File: config.mk
export PLATFORM = sky130hd
export DESIGN_NAME = chm_hash
export DESIGN_NICKNAME = d
export VERILOG_FILES = /design/src/design/chm_pkg.sv /design/src/design/chm_hash.sv
export SDC_FILE = /design/constraint.sdc
export NUM_CORES = 1
export LEC_CHECK = 0
export ABC_AREA = 0
export BUFFER_PORTS_ARGS = -buffer_cell sky130_fd_sc_hd__buf_2
export CORE_MARGIN = 4
export CORE_UTILIZATION = 59
export DETAILED_ROUTE_END_ITERATION = 8
export PLACE_DENSITY_LB_ADDON = 0.15
export REMOVE_ABC_BUFFERS = 1
export SLEW_MARGIN = 20
export SYNTH_ARGS = -nofsm -noshare
export SYNTH_HDL_FRONTEND = slang
export SYNTH_SLANG_ARGS = --single-unit
File: constraint.sdc
create_clock -name clk -period 15.95 [get_ports clk]
set_clock_uncertainty 0.15 [all_clocks]
set_input_delay 4.785 -clock clk [delete_from_list [all_inputs] [get_ports clk]]
set_output_delay 4.785 -clock clk [all_outputs]
set_load 0.01 [all_outputs]
File: src/design/chm_pkg.sv
// Shared types and constants of the chained hash map unit.
// Used by the hash stage, both memories and the top level; depends on nothing.
package chm_pkg;

	// NUM_BUCKETS must be a power of two: the bucket index is the low bits of the hash.
	localparam int NUM_BUCKETS  = 131072;
	localparam int POOL_ENTRIES = 131072;

	localparam int KEY_W    = 40;
	localparam int KEY_CHARS = 5;
	localparam int VAL_W    = 17;
	localparam int BKT_AW   = $clog2(NUM_BUCKETS);
	localparam int ENT_AW   = $clog2(POOL_ENTRIES);
	localparam int PTR_W    = $clog2(POOL_ENTRIES + 1);
	localparam int HASH_W   = 32;

	localparam logic [HASH_W-1:0] HASH_SEED = 32'd5381;

	localparam int S_DATA_W = ((KEY_W + VAL_W + 7) / 8) * 8;
	localparam int S_USER_W = 1;
	localparam int M_DATA_W = ((VAL_W + 7) / 8) * 8;
	localparam int M_USER_W = 2;

	localparam logic REQ_INSERT = 1'b0;
	localparam logic REQ_SEARCH = 1'b1;

	typedef struct packed {
		logic              rd_en;
		logic [BKT_AW-1:0] rd_addr;
		logic              wr_en;
		logic [BKT_AW-1:0] wr_addr;
		logic [PTR_W-1:0]  wr_data;
	} bkt_req_t;

	typedef struct packed {
		logic [KEY_W-1:0] key;
		logic [VAL_W-1:0] value;
		logic [PTR_W-1:0] link;
	} entry_t;

	typedef struct packed {
		logic              rd_en;
		logic [ENT_AW-1:0] rd_addr;
		logic              wr_en;
		logic [ENT_AW-1:0] wr_addr;
		entry_t            wr_data;
	} ent_req_t;

endpackage

File: src/design/chm_hash.sv
// Key normalization and djb2 bucket hash, registered on item accept.
// Depends on chm_pkg.
module chm_hash (
	input  logic                         clk,
	input  logic                         en,
	input  logic [chm_pkg::KEY_W-1:0]    key_in,
	output logic [chm_pkg::KEY_W-1:0]    key_norm_q,
	output logic [chm_pkg::BKT_AW-1:0]   bucket_q
);
	import chm_pkg::*;

	logic [KEY_W-1:0]  norm;
	logic [HASH_W-1:0] h;

	always_comb begin
		logic       alive;
		logic [7:0] c;
		alive = 1'b1;
		norm  = '0;
		h     = HASH_SEED;
		for (int i = 0; i < KEY_CHARS; i++) begin
			c = key_in[8*i +: 8];
			if (c == 8'd0) alive = 1'b0;
			if (alive) begin
				h = (h << 5) + h + {{(HASH_W-8){1'b0}}, c};
				norm[8*i +: 8] = c;
			end
		end
	end

	always_ff @(posedge clk) begin
		if (en) begin
			key_norm_q <= norm;
			bucket_q   <= h[BKT_AW-1:0];
		end
	end

endmodule

==> impl_metrics.tcl <==
set metrics [dict create \
    status "finished, final reports clean" \
    grt_pass1_wl_um 27300 \
    rsz0062_at_grt "no" \
    synth_area_sq_mm 0.00641 \
    finalNetCount 955 \
    hold_depth 1 \
    register_area_sq_mm 0.00171 \
    cp-end-kind "flip-flop" \
    start_util 0.613 \
    antenna_left 0 \
    maxCapViolCount 0 \
    syn_inst 695 \
    synth_flop_cell "edfxtp_1" \
    synth_warnings 0 \
    crit_path_max_fanout 18 \
    htree_levels 3 \
    die_area_sq_mm 0.0126 \
    globalplace.congestion 0.968 \
    core_sq_mm 0.0105 \
    cp_slowest_cell "fa_1" \
    whs_endpoint "key_norm_q[2]" \
    multi_input_area_sq_mm 0.00443 \
    post_drt_wl_per_cell_um 17.7 \
    cts_setup_buffers 0 \
    num_antenna_cells 0 \
    max_stage_delay_ps 520 \
    drc 0 \
    finalSetupTns_ps 0 \
    avgSynthCellArea_sq_um 9.23 \
    slew_violations 0 \
    fin_crit_sh 0.885 \
    first_global_vias 5591 \
    cts_resized 0 \
    ys_types 63 \
    async_flop_share 0 \
    io_buffers 98 \
    tritoncts "yes" \
    layout_common_cells "ha_1, buf_2, nand2_1" \
    worstHoldPathType "in2reg" \
    io_pins 99 \
    cts-root-buf "clkbuf_8" \
    drt-total-wl_um 16500 \
    critPathRequiredTime_ps 15890 \
    clockBufferDepth 2 \
    numCtsBuffers 9 \
    cts.clk_slew.worst_paths_ps 70 \
    nFillCells 851 \
    die_w_um 112 \
    cts_sinks 57 \
    slew-limit-headroom 0.503 \
    worstMarginPinSlew_ps 744 \
    setup_viol_count_final 0 \
    rows 37 \
    critPathKind "in2reg" \
    dpl.hpwl_um 13400 \
    grt_max_degree 46 \
    drt_iter0_drc 369 \
    hold_viol 0 \
    hp-start "key_in[2]" \
    start_kind "input port" \
    final_common_cell "ha_1" \
    grt_use_total 0.266 \
    cp_common_cell "ha_1" \
    die_h_um 112 \
    synth_edf_count 57 \
    drive_gt1_frac 0.186 \
    period_minus_slack_ps 14120 \
    avgViaCountPerCell 6.00 \
    ys_seq_elements 57 \
    vias 5589 \
    antenna_found_initial 0 \
    synthToLayoutAreaGrowth_pct 12.9 \
    fmax_mhz 70.8 \
    hold_buffers 0 \
    overflow 0 \
    crit_arrival_ps 14070 \
    first_pass_iters 7 \
    seq_area_frac_synth 0.267 \
]
-- worst max-delay path by stage --
stage                     startpoint  cells after the start           end
final                      key_in[0]                     45  bucket_q[16]
after global routing       key_in[0]                     45  bucket_q[16]
after CTS                  key_in[0]                     45  bucket_q[16]
after detailed placement   key_in[0]                     45  bucket_q[16]
after global placement     key_in[0]                     45  bucket_q[16]
after floorplan            key_in[0]                     44  bucket_q[16]
-- layer usage --
metal	vias up	track usage	routed length (um)
li1	2693	-	-
met1	2644	0.369	7620
met2	223	0.427	7490
met3	29	0.0534	1120
met4	0	0.0713	295
met5	-	0	0
-- cell families (layout without fill, tap and decap cells) --
group	after synthesis	count (layout)	share of synthesized area
fa+ha+maj	123	123	0.259
buf+inv	70	170	0.0418
mux	15	15	0.0269
simple gates	220	220	0.165
flops	57	57	0.267
compound gates	157	157	0.163
xor+xnor	53	53	0.0780
-- per-stage QoR --
stage | utilization | hold slack [ps] | instances | area, sq um | worst slack (ps)
finish | 0.692 | 4540 | 931 | 7240 | 1830
global route | 0.692 | 4520 | 931 | 7240 | 1120
CTS | 0.692 | 4530 | 931 | 7240 | 1910
detailed placement | 0.672 | 4890 | 915 | 7030 | 1560
global placement | 0.672 | 4880 | 915 | 7030 | 1860
floorplan | - | 4730 | 677 | 6340 | 2660
-- cells in the mapped netlist, types with 2 or more instances --
cell | instances | area share
ha_1 | 107 | 0.21
nand2_1 | 70 | 0.041
edfxtp_1 | 57 | 0.27
nor2_1 | 57 | 0.033
inv_1 | 52 | 0.030
a21oi_1 | 47 | 0.037
xnor2_1 | 29 | 0.040
o21ai_0 | 21 | 0.016
xor2_1 | 21 | 0.029
and2_1 | 20 | 0.020
a21o_1 | 16 | 0.019
fa_1 | 16 | 0.050
clkbuf_1 | 14 | 0.0082
and3_1 | 12 | 0.012
nand3_1 | 9 | 0.0070
nor2b_1 | 9 | 0.0088
nor3_1 | 9 | 0.0070
nor4_1 | 9 | 0.0088
o21a_1 | 9 | 0.011
o21ai_1 | 9 | 0.0070
mux2_2 | 8 | 0.014
nand2b_1 | 7 | 0.0068
o31ai_1 | 7 | 0.0082
a211oi_1 | 6 | 0.0070
mux2i_1 | 6 | 0.0094
or2_2 | 6 | 0.0059
a21oi_2 | 5 | 0.0068
a31oi_1 | 5 | 0.0049
a41oi_1 | 4 | 0.0055
buf_2 | 4 | 0.0031
a211o_1 | 3 | 0.0041
o211ai_1 | 3 | 0.0035
o21bai_1 | 3 | 0.0035
or3_1 | 3 | 0.0029
a22o_1 | 2 | 0.0027
o2111ai_1 | 2 | 0.0027
o221ai_1 | 2 | 0.0027
-- critical path: cells and delay by family --
family,cells,cell delay [ps]
and+or+nand+nor,11,2030
buffers and inverters,6,630
xor gates and xnor gates,5,930
adders and majority gates,9,3190
AOI/OAI and AO/OA,12,2080
muxes,2,430
-- layout make-up --
| class | count | area share |
|---|---|---|
| clock inverter | 7 | 0.0118 |
| inverter | 52 | 0.0270 |
| clock buffer | 9 | 0.0171 |
| tap | 136 | 0.0235 |
| timing repair buffer | 102 | 0.0719 |
| multi-input combinational | 568 | 0.612 |
| sequential | 57 | 0.236 |
-- registers in the layout, summed over array words and instances (netlist names) --
name,count
bucket_q,17
key_norm_q,40
Power is not shown: default switching activity piles up to over one toggle a cycle in this logic, so the estimate is an artifact.
